[src/rtl/core/srl_pkg.sv]
// shared types, constants and codes of the stage revision ledger
package srl_pkg;

	localparam int NUM_STAGES = 6;
	localparam int REV_WIDTH  = 32;
	localparam int CNT_WIDTH  = 32;
	localparam int IDX_W      = $clog2(NUM_STAGES);

	typedef logic [REV_WIDTH-1:0] rev_t;
	typedef logic [CNT_WIDTH-1:0] cnt_t;
	typedef logic [IDX_W-1:0]     idx_t;

	typedef enum logic [3:0] {
		OP_REQUEST   = 4'd0,
		OP_ENSURE    = 4'd1,
		OP_RUN       = 4'd2,
		OP_READY     = 4'd3,
		OP_PUBLISH   = 4'd4,
		OP_RETRY     = 4'd5,
		OP_STALE     = 4'd6,
		OP_CANCELLED = 4'd7,
		OP_BASE      = 4'd8,
		OP_QUERY     = 4'd9
	} opcode_t;

	typedef enum logic [2:0] {
		ST_OK     = 3'd0,
		ST_STAGE  = 3'd1,
		ST_ZERO   = 3'd2,
		ST_TICKET = 3'd3,
		ST_TRANS  = 3'd4,
		ST_FATAL  = 3'd5
	} status_t;

	typedef enum logic [2:0] {
		LC_REQUESTED = 3'd0,
		LC_RUNNING   = 3'd1,
		LC_READY     = 3'd2,
		LC_RESIDENT  = 3'd3,
		LC_STALE     = 3'd4,
		LC_CANCELLED = 3'd5
	} life_t;

	typedef struct packed {
		logic [3:0]  opcode;
		logic [2:0]  stage_index;
		logic [31:0] ticket_revision;
		logic        out_advance;
	} cmd_item_t;

	typedef struct packed {
		logic [2:0]  status;
		logic [31:0] issued_revision;
		logic [2:0]  stage_state;
		logic [31:0] requested_rev;
		logic [31:0] output_rev;
		logic [31:0] resident_rev;
		logic        resident_current;
		logic        ticket_current;
		logic [31:0] stale_total;
		logic [31:0] cancelled_total;
	} result_item_t;

	// controller to datapath
	typedef struct packed {
		logic load;
		logic exec;
	} ctl_cmd_t;

	// datapath to controller
	typedef struct packed {
		logic result_valid;
	} dp_status_t;

endpackage

[src/rtl/core/srl_ctrl.sv]
// command sequencer of the stage revision ledger
module srl_ctrl (
	input  logic                clk,
	input  logic                arst_n,
	input  logic                start,
	output logic                busy,
	output srl_pkg::ctl_cmd_t   cmd,
	input  srl_pkg::dp_status_t dp_status
);

	typedef enum logic {
		IDLE,
		EXEC
	} state_t;

	state_t state_q;
	logic   busy_q;

	always_ff @(posedge clk or negedge arst_n) begin
		if (!arst_n) begin
			state_q <= IDLE;
			busy_q  <= 1'b0;
		end else begin
			case (state_q)
				IDLE: begin
					if (start) begin
						state_q <= EXEC;
						busy_q  <= 1'b1;
					end
				end
				EXEC: begin
					state_q <= IDLE;
					busy_q  <= 1'b0;
				end
				default: begin
					state_q <= IDLE;
					busy_q  <= 1'b0;
				end
			endcase
		end
	end

	assign busy     = busy_q;
	assign cmd.load = (state_q == IDLE) && start;
	assign cmd.exec = (state_q == EXEC);

	// an accepted item is executed in the very next cycle
	a_load_then_exec: assert property (@(posedge clk) disable iff (!arst_n)
		cmd.load |=> cmd.exec)
		else $error("load not followed by exec");

	// exec lasts one cycle and frees the command port
	a_exec_single: assert property (@(posedge clk) disable iff (!arst_n)
		cmd.exec |=> (!cmd.exec && !busy))
		else $error("exec held or busy stuck");

	// a result strobe only follows an exec cycle
	a_result_after_exec: assert property (@(posedge clk) disable iff (!arst_n)
		dp_status.result_valid |-> $past(cmd.exec))
		else $error("result without exec");

endmodule

[src/rtl/core/srl_datapath.sv]
// stage record table, command evaluation and result register
module srl_datapath (
	input  logic                  clk,
	input  logic                  arst_n,
	input  srl_pkg::ctl_cmd_t     cmd,
	input  srl_pkg::cmd_item_t    command,
	output srl_pkg::dp_status_t   dp_status,
	output srl_pkg::result_item_t result
);

	srl_pkg::cmd_item_t   cmd_q;
	srl_pkg::life_t       life_q [srl_pkg::NUM_STAGES];
	srl_pkg::rev_t        req_q  [srl_pkg::NUM_STAGES];
	srl_pkg::rev_t        out_q  [srl_pkg::NUM_STAGES];
	srl_pkg::rev_t        res_q  [srl_pkg::NUM_STAGES];
	srl_pkg::cnt_t        stale_q[srl_pkg::NUM_STAGES];
	srl_pkg::cnt_t        canc_q [srl_pkg::NUM_STAGES];
	srl_pkg::result_item_t result_q;
	logic                 valid_q;

	logic                 legal;
	logic                 work;
	srl_pkg::idx_t        idx;
	srl_pkg::rev_t        rev;
	srl_pkg::life_t       rd_life, nx_life;
	srl_pkg::rev_t        rd_req, rd_out, rd_res, nx_req, nx_out, nx_res;
	srl_pkg::cnt_t        rd_stale, rd_canc, nx_stale, nx_canc;
	srl_pkg::status_t     st;
	srl_pkg::rev_t        issued;
	srl_pkg::status_t     tick_st;
	srl_pkg::result_item_t result_d;

	// command latch
	always_ff @(posedge clk) begin
		if (cmd.load) begin
			cmd_q <= command;
		end
	end

	// addressing; publish base always works on stage 0
	always_comb begin
		rev = srl_pkg::rev_t'(cmd_q.ticket_revision);
		if (cmd_q.opcode == srl_pkg::OP_BASE) begin
			legal = 1'b1;
			work  = 1'b0;
			idx   = '0;
		end else begin
			legal = (32'(cmd_q.stage_index) < srl_pkg::NUM_STAGES);
			work  = legal && (cmd_q.stage_index != 3'd0);
			idx   = srl_pkg::idx_t'(cmd_q.stage_index);
		end
	end

	assign rd_life  = life_q[idx];
	assign rd_req   = req_q[idx];
	assign rd_out   = out_q[idx];
	assign rd_res   = res_q[idx];
	assign rd_stale = stale_q[idx];
	assign rd_canc  = canc_q[idx];

	// common ticket check of run, ready, publish and retry
	always_comb begin
		if (!work) begin
			tick_st = srl_pkg::ST_STAGE;
		end else if (rev == '0) begin
			tick_st = srl_pkg::ST_ZERO;
		end else if (rd_req != rev) begin
			tick_st = srl_pkg::ST_TICKET;
		end else begin
			tick_st = srl_pkg::ST_OK;
		end
	end

	// next record and status
	always_comb begin
		nx_life  = rd_life;
		nx_req   = rd_req;
		nx_out   = rd_out;
		nx_res   = rd_res;
		nx_stale = rd_stale;
		nx_canc  = rd_canc;
		st       = srl_pkg::ST_OK;
		issued   = '0;
		case (cmd_q.opcode)
			srl_pkg::OP_REQUEST, srl_pkg::OP_ENSURE: begin
				if (!work) begin
					st = srl_pkg::ST_STAGE;
				end else if (cmd_q.opcode == srl_pkg::OP_ENSURE &&
					rd_life inside {srl_pkg::LC_REQUESTED, srl_pkg::LC_RUNNING,
					srl_pkg::LC_READY}) begin
					issued = rd_req;
				end else if (rd_req == '1) begin
					st = srl_pkg::ST_FATAL;
				end else begin
					nx_req  = rd_req + 1'b1;
					nx_life = srl_pkg::LC_REQUESTED;
					issued  = rd_req + 1'b1;
				end
			end
			srl_pkg::OP_RUN: begin
				st = tick_st;
				if (st == srl_pkg::ST_OK) begin
					if (rd_life == srl_pkg::LC_REQUESTED) begin
						nx_life = srl_pkg::LC_RUNNING;
					end else begin
						st = srl_pkg::ST_TRANS;
					end
				end
			end
			srl_pkg::OP_READY: begin
				st = tick_st;
				if (st == srl_pkg::ST_OK) begin
					if (rd_life == srl_pkg::LC_RUNNING) begin
						nx_life = srl_pkg::LC_READY;
					end else begin
						st = srl_pkg::ST_TRANS;
					end
				end
			end
			srl_pkg::OP_PUBLISH: begin
				st = tick_st;
				if (st == srl_pkg::ST_OK) begin
					if (rd_life != srl_pkg::LC_READY) begin
						st = srl_pkg::ST_TRANS;
					end else if (cmd_q.out_advance && rd_out == '1) begin
						st = srl_pkg::ST_FATAL;
					end else begin
						if (cmd_q.out_advance) begin
							nx_out = rd_out + 1'b1;
						end
						nx_res  = rev;
						nx_life = srl_pkg::LC_RESIDENT;
					end
				end
			end
			srl_pkg::OP_RETRY: begin
				st = tick_st;
				if (st == srl_pkg::ST_OK) begin
					if (rd_life inside {srl_pkg::LC_RUNNING, srl_pkg::LC_READY}) begin
						nx_life = srl_pkg::LC_REQUESTED;
					end else begin
						st = srl_pkg::ST_TRANS;
					end
				end
			end
			srl_pkg::OP_STALE: begin
				if (!work) begin
					st = srl_pkg::ST_STAGE;
				end else if (rev == '0) begin
					st = srl_pkg::ST_ZERO;
				end else if (rd_stale == '1) begin
					st = srl_pkg::ST_FATAL;
				end else begin
					nx_stale = rd_stale + 1'b1;
					if (rd_req == rev) begin
						nx_life = srl_pkg::LC_STALE;
					end
				end
			end
			srl_pkg::OP_CANCELLED: begin
				if (!work) begin
					st = srl_pkg::ST_STAGE;
				end else if (rev == '0) begin
					st = srl_pkg::ST_ZERO;
				end else if (rd_canc == '1) begin
					st = srl_pkg::ST_FATAL;
				end else begin
					nx_canc = rd_canc + 1'b1;
					if (rd_req == rev) begin
						nx_life = srl_pkg::LC_CANCELLED;
					end
				end
			end
			srl_pkg::OP_BASE: begin
				if (rev == '0) begin
					st = srl_pkg::ST_ZERO;
				end else begin
					nx_req  = rev;
					nx_out  = rev;
					nx_res  = rev;
					nx_life = srl_pkg::LC_RESIDENT;
				end
			end
			srl_pkg::OP_QUERY: begin
				st = legal ? srl_pkg::ST_OK : srl_pkg::ST_STAGE;
			end
			default: begin
				st = srl_pkg::ST_TRANS;
			end
		endcase
	end

	// result fields, record after the step
	always_comb begin
		result_d                 = '0;
		result_d.status          = st;
		result_d.issued_revision = 32'(issued);
		if (legal) begin
			result_d.stage_state      = nx_life;
			result_d.requested_rev    = 32'(nx_req);
			result_d.output_rev       = 32'(nx_out);
			result_d.resident_rev     = 32'(nx_res);
			result_d.resident_current = (nx_life == srl_pkg::LC_RESIDENT) &&
				(nx_res == nx_req) && (nx_res != '0) && (nx_out != '0);
			result_d.ticket_current   = (rev != '0) && (nx_req == rev);
			result_d.stale_total      = 32'(nx_stale);
			result_d.cancelled_total  = 32'(nx_canc);
		end
	end

	// record table write-back
	always_ff @(posedge clk or negedge arst_n) begin
		if (!arst_n) begin
			for (int i = 0; i < srl_pkg::NUM_STAGES; i++) begin
				life_q[i]  <= srl_pkg::LC_RESIDENT;
				req_q[i]   <= '0;
				out_q[i]   <= '0;
				res_q[i]   <= '0;
				stale_q[i] <= '0;
				canc_q[i]  <= '0;
			end
		end else if (cmd.exec && legal) begin
			life_q[idx]  <= nx_life;
			req_q[idx]   <= nx_req;
			out_q[idx]   <= nx_out;
			res_q[idx]   <= nx_res;
			stale_q[idx] <= nx_stale;
			canc_q[idx]  <= nx_canc;
		end
	end

	always_ff @(posedge clk or negedge arst_n) begin
		if (!arst_n) begin
			valid_q <= 1'b0;
		end else begin
			valid_q <= cmd.exec;
		end
	end

	always_ff @(posedge clk) begin
		if (cmd.exec) begin
			result_q <= result_d;
		end
	end

	assign dp_status.result_valid = valid_q;
	assign result                 = result_q;

	// a refused command never hands out a revision
	a_no_issue_on_error: assert property (@(posedge clk) disable iff (!arst_n)
		valid_q && (result_q.status != srl_pkg::ST_OK) |-> (result_q.issued_revision == '0))
		else $error("revision issued on refused command");

	// current residency implies the resident state
	a_resident_state: assert property (@(posedge clk) disable iff (!arst_n)
		valid_q && result_q.resident_current |->
			(result_q.stage_state == srl_pkg::LC_RESIDENT))
		else $error("resident_current outside resident state");

	// a current ticket needs a nonzero requested revision
	a_ticket_nonzero: assert property (@(posedge clk) disable iff (!arst_n)
		valid_q && result_q.ticket_current |-> (result_q.requested_rev != '0))
		else $error("current ticket with zero revision");

endmodule

[src/rtl/core/stage_revision_ledger_core.sv]
// top level of the stage revision ledger: sequencer plus record datapath
// an accepted item moves the sequencer into its execute state, where the result and its strobe are registered
// a new item is not taken while the previous one is in its execute state
// busy is high for the single execute cycle; start is taken again while a result is strobed
// reset: asynchronous, clears every stage to resident with zero revisions and counts at once
// the result strobe lasts one cycle and the receiver cannot stall it
module stage_revision_ledger_core (
	input  logic                  clk,
	input  logic                  arst_n,
	input  logic                  start,
	output logic                  busy,
	input  srl_pkg::cmd_item_t    command,
	output logic                  result_valid,
	output srl_pkg::result_item_t result
);

	// command and status links between the two halves
	srl_pkg::ctl_cmd_t   ctl_cmd;
	srl_pkg::dp_status_t dp_status;

	// sequencer: idle, then an execute state for each item
	srl_ctrl u_ctrl (
		.clk       (clk),
		.arst_n    (arst_n),
		.start     (start),
		.busy      (busy),
		.cmd       (ctl_cmd),
		.dp_status (dp_status)
	);

	// datapath: latches the item, checks it against the addressed record,
	// writes the record back and registers the result
	srl_datapath u_datapath (
		.clk       (clk),
		.arst_n    (arst_n),
		.cmd       (ctl_cmd),
		.command   (command),
		.dp_status (dp_status),
		.result    (result)
	);

	// strobe comes straight from the result register valid flag
	assign result_valid = dp_status.result_valid;

endmodule
[config.mk]
export PLATFORM = sky130hd
export DESIGN_NAME = stage_revision_ledger_core
export DESIGN_NICKNAME = d
export VERILOG_FILES = /design/src/rtl/core/srl_pkg.sv /design/src/rtl/core/srl_ctrl.sv /design/src/rtl/core/srl_datapath.sv /design/src/rtl/core/stage_revision_ledger_core.sv
export SDC_FILE = /design/constraint.sdc
export NUM_CORES = 2
export LEC_CHECK = 0
export ABC_AREA = 1
export BUFFER_PORTS_ARGS = -buffer_cell sky130_fd_sc_hd__clkbuf_2
export CAP_MARGIN = 25
export CORE_ASPECT_RATIO = 1.25
export CORE_MARGIN = 2
export CORE_UTILIZATION = 40
export DETAILED_ROUTE_END_ITERATION = 10
export HOLD_SLACK_MARGIN = 0.02
export PLACE_DENSITY = 0.67
export SLEW_MARGIN = 25
export SYNTH_ARGS = -nofsm -noshare
export SYNTH_HDL_FRONTEND = slang
export SYNTH_SLANG_ARGS = --single-unit
export TNS_END_PERCENT = 1
[constraint.sdc]
create_clock -name clk -period 9.48 [get_ports clk]
set_input_delay 0.474 -clock clk [delete_from_list [all_inputs] [get_ports clk]]
set_output_delay 0.474 -clock clk [all_outputs]
set_load 0.03 [all_outputs]
==> summary.txt <==
Drt
  – Antenna-violating nets left: 0
  – Total number of vias: 56.4k
  – Number of remaining DRC errors: 0
  – DR pass1 iterations: 9
  – Total wire length: 240000 µm
  – DR iter-0 viols: 6504
  – Drt via density: 5.61
  – Wire per inst: 23.8 µm

Critical path
  – WP buf/inv: 2
  – Critical path fanouts, max: 63
  – Delay of the slowest cell on the worst path: 0.80 ns
  – Slowest cell on crit path: nand2_4
  – Reg2Reg Launch Point: u_datapath.cmd_q[36]$_DFFE_PP_
  – Flop-to-flop setup slack: 2.17 ns
  – Critical path startpoint category: flip-flop
  – CP top delay family: simple AND/OR/NAND/NOR gates
  – Cell-by-cell trace of the critical path: nor2_4, nand2_8, nand2_4, buf_4, o211ai_1, a21oi_2, ha_1, nand3_1, nor2_1, nand3_1, nor2_1, nor2_2, nand3_4, nand2_1, nand3_1, nand2_1, inv_1, nand4_1, nor2_1, nand4_1, nand2_1, nor2_1
  – Crit. End Element: flip-flop
  – CP required: 10.04 ns
  – Most used cell, CP: nor2_1
  – Crit Path Category: flip-flop to flip-flop
  – Critical Path Source: u_datapath.cmd_q[36]$_DFFE_PP_
  – Worst EP arrival: 7.87 ns

Timing
  – Setup TNS: 0 ns
  – Skew final: 0.0509 ns
  – Worst-Margin Slew: 1.14 ns
  – Count of pins over their slew limit: 0
  – Crit share post-route: 0.771
  – Relative slew margins: 0.238
  – Max Fclk: 137 MHz
  – Final setup viols: 0
  – RSZ-0062 raised after global routing: no
  – Min Tclk post-route: 7.31 ns
  – WHS: 0.255 ns
  – Hold Vio Cnt, Final: 0

Power and ir drop
  – Peak VDD IR: 0.207 mV
  – Total power: 15800 µW
  – P per Cell Area: 227 nW/µm²
  – LEAKAGE: 0.0322 µW

Logic synthesis
  – Post-Syn Area per Cell: 7.90 µm²
  – Post-synthesis sequential area ratio: 0.511
  – Mapped cell area: 62100 µm²
  – Yosys reg bits: 1221
  – Mapped Cells: 7858
  – Post-synth EDFFs: 240
  – Synth unique cells: 69
  – Syn Nets: 7906
  – Yosys warns: 0
  – Top FF cell, synth: dfrtp_1
  – Async set-reset flop share out of synthesis: 0.803

Die
  – DIE AREA: 158000 µm²
  – CORE AREA: 154000 µm²
  – Die height: 445 µm
  – Core Rows: 161
  – Die width: 356 µm
  – Initial Utilization: 0.403
  – Ports: 245

Global route
  – Total GRT Usage: 0.299
  – Via count of the first global-routing pass: 53.2k
  – Largest net degree at the start of global routing: 186
  – Initial antenna violation count: 11
  – First-pass GRT wire length: 354000 µm
  – GRT overflow: 0

CTS
  – Max H-tree Level: 4
  – CTS buffer count: 133
  – CTS tree: built
  – Root Buffer: clkbuf_16
  – Max clock buf depth: 3
  – Resized cells post-CTS: 0
  – Clk Latency, worst-skew pair: 0.82 ns
  – Clk sinks: 1221
  – Clock slew at reported path FFs: 0.07 ns

Worst hold path
  – Hold Crit Class: input port to async pin

Placed design
  – Placed inst area: 64600 µm²
  – DPL Wire Length: 159000 µm
  – GPL Wtd Cong: 1.04
  – Placed Cells: 9756
  – PortBufs: 244

Final layout
  – Nets: 7949
  – Final Non-Filler Cells: 10.1k
  – Layout cells sized above 1: 0.101
  – Design area: 69600 µm²
  – Layout Area Growth over Synthesis: 12.0%

Status
  – Status: finished clean

Run
  – Max Cap Viol: 0
==> sequential cells by signal, indices dropped and copies added, names as in the netlist <==
register	flops
u_ctrl.busy	1
u_ctrl.state_q	1
u_datapath.canc_q	192
u_datapath.cmd_q	8
u_datapath.dp_status	1
u_datapath.life_q	18
u_datapath.out_q	192
u_datapath.req_q	192
u_datapath.res_q	192
u_datapath.result	200
u_datapath.rev	32
u_datapath.stale_q	192
==> kinds of logic (layout without fill, tap and decap cells) <==
logic type,after synthesis,in the layout,synth area share
compound gates,1479,1479,0.130
xor+xnor,79,79,0.0126
fa+ha+maj,5,5,0.00101
buf+inv,1259,1411,0.0845
flops,1221,1221,0.511
other cells,0,4,0
simple gates,3815,3815,0.260
==> cell usage in the layout, fill, tap and decap left out, drive strengths merged, types with 32 or more instances in the layout <==
cell,n
clkinv,38
o21ai,1040
or2,52
xor2,61
nor2,631
buf,108
edfxtp,240
nand4,124
a31oi,85
clkbuf,440
inv,777
nand2,2385
nor3,32
a21oi,166
nand3,537
o211ai,54
dlygate4sd3,42
dfrtp,969
==> where the power goes <==
part / switching [µW] / total, µW / internal [µW]
registers: 526 / 7030 / 6500
clock network: 2360 / 5290 / 2930
logic: 2420 / 3440 / 1020
total: 5300 / 15800 / 10500
==> Yosys cell counts (6+ instances only) <==
| master | number | area (µm²) |
|---|---|---|
| nand2_1 | 2337 | 8770 |
| a21oi_1 | 161 | 806 |
| o22ai_1 | 30 | 188 |
| o2111ai_1 | 23 | 201 |
| nand2_2 | 44 | 275 |
| o21ai_1 | 45 | 225 |
| dfrtp_1 | 969 | 24200 |
| nor4_1 | 19 | 119 |
| o211ai_1 | 53 | 398 |
| or2_2 | 47 | 294 |
| o21a_1 | 20 | 150 |
| xnor2_1 | 11 | 96.3 |
| xnor2_2 | 7 | 114 |
| nand3_1 | 503 | 2520 |
| clkbuf_1 | 298 | 1120 |
| nand3b_1 | 27 | 203 |
| o221ai_1 | 10 | 87.6 |
| clkinv_1 | 6 | 22.5 |
| nor2_2 | 34 | 213 |
| buf_6 | 35 | 394 |
| buf_1 | 32 | 120 |
| inv_1 | 742 | 2790 |
| dfstp_2 | 12 | 315 |
| a211oi_1 | 31 | 233 |
| nor3_1 | 29 | 145 |
| o21ai_0 | 989 | 4950 |
| a31oi_1 | 85 | 532 |
| nand3_2 | 33 | 330 |
| buf_4 | 38 | 285 |
| nand4_1 | 121 | 757 |
| inv_2 | 25 | 93.8 |
| nor2_1 | 591 | 2220 |
| buf_2 | 81 | 405 |
| xor2_1 | 56 | 490 |
| edfxtp_1 | 240 | 7210 |
| a311oi_1 | 8 | 70.1 |
==> layer usage <==
layer	GRT usage	vias to the layer above	wire (µm)
met4	0.189	8	17200
met5	0	-	54
li1	-	25600	-
met2	0.469	2833	109000
met1	0.384	27200	93600
met3	0.0502	728	20100
==> final cells by class <==
class                   instances  area, µm²
well taps                    2037       2550
fillers                     15100      84600
repair buffers                393       2680
multi-input cells            5378      25200
flip-flops and latches       1221      31800
clock buffers                 197       3820
diodes                          4       10.0
clock inverters                47        574
inverters                     774       2930
==> final timing paths <==
path,end,cells past startpoint
setup reg to reg,u_datapath.result[65]$_SDFFCE_PP0P_,22
hold reg to reg,u_datapath.stale_q[163]$_DFFE_PN0P_,0
max in group asynchronous,u_datapath.req_q[131]$_DFFE_PN0P_,5
hold / removal,u_datapath.req_q[49]$_DFFE_PN0P_,2
min in group clk,u_datapath.stale_q[163]$_DFFE_PN0P_,0
setup / recovery,u_datapath.result[65]$_SDFFCE_PP0P_,22
==> metrics by stage <==
step                 util  setup WS, ns
global placement    0.419          2.20
detailed placement  0.419          2.21
floorplan               -          1.43
global route        0.451          1.86
finish              0.451          2.17
CTS                 0.450          2.18
==> timing repair <==
item,CTS,global route
setup buffers,0,0
hold endpoints to repair,115,0
hold buffers,42,0
(Power assumes the default switching activity.)
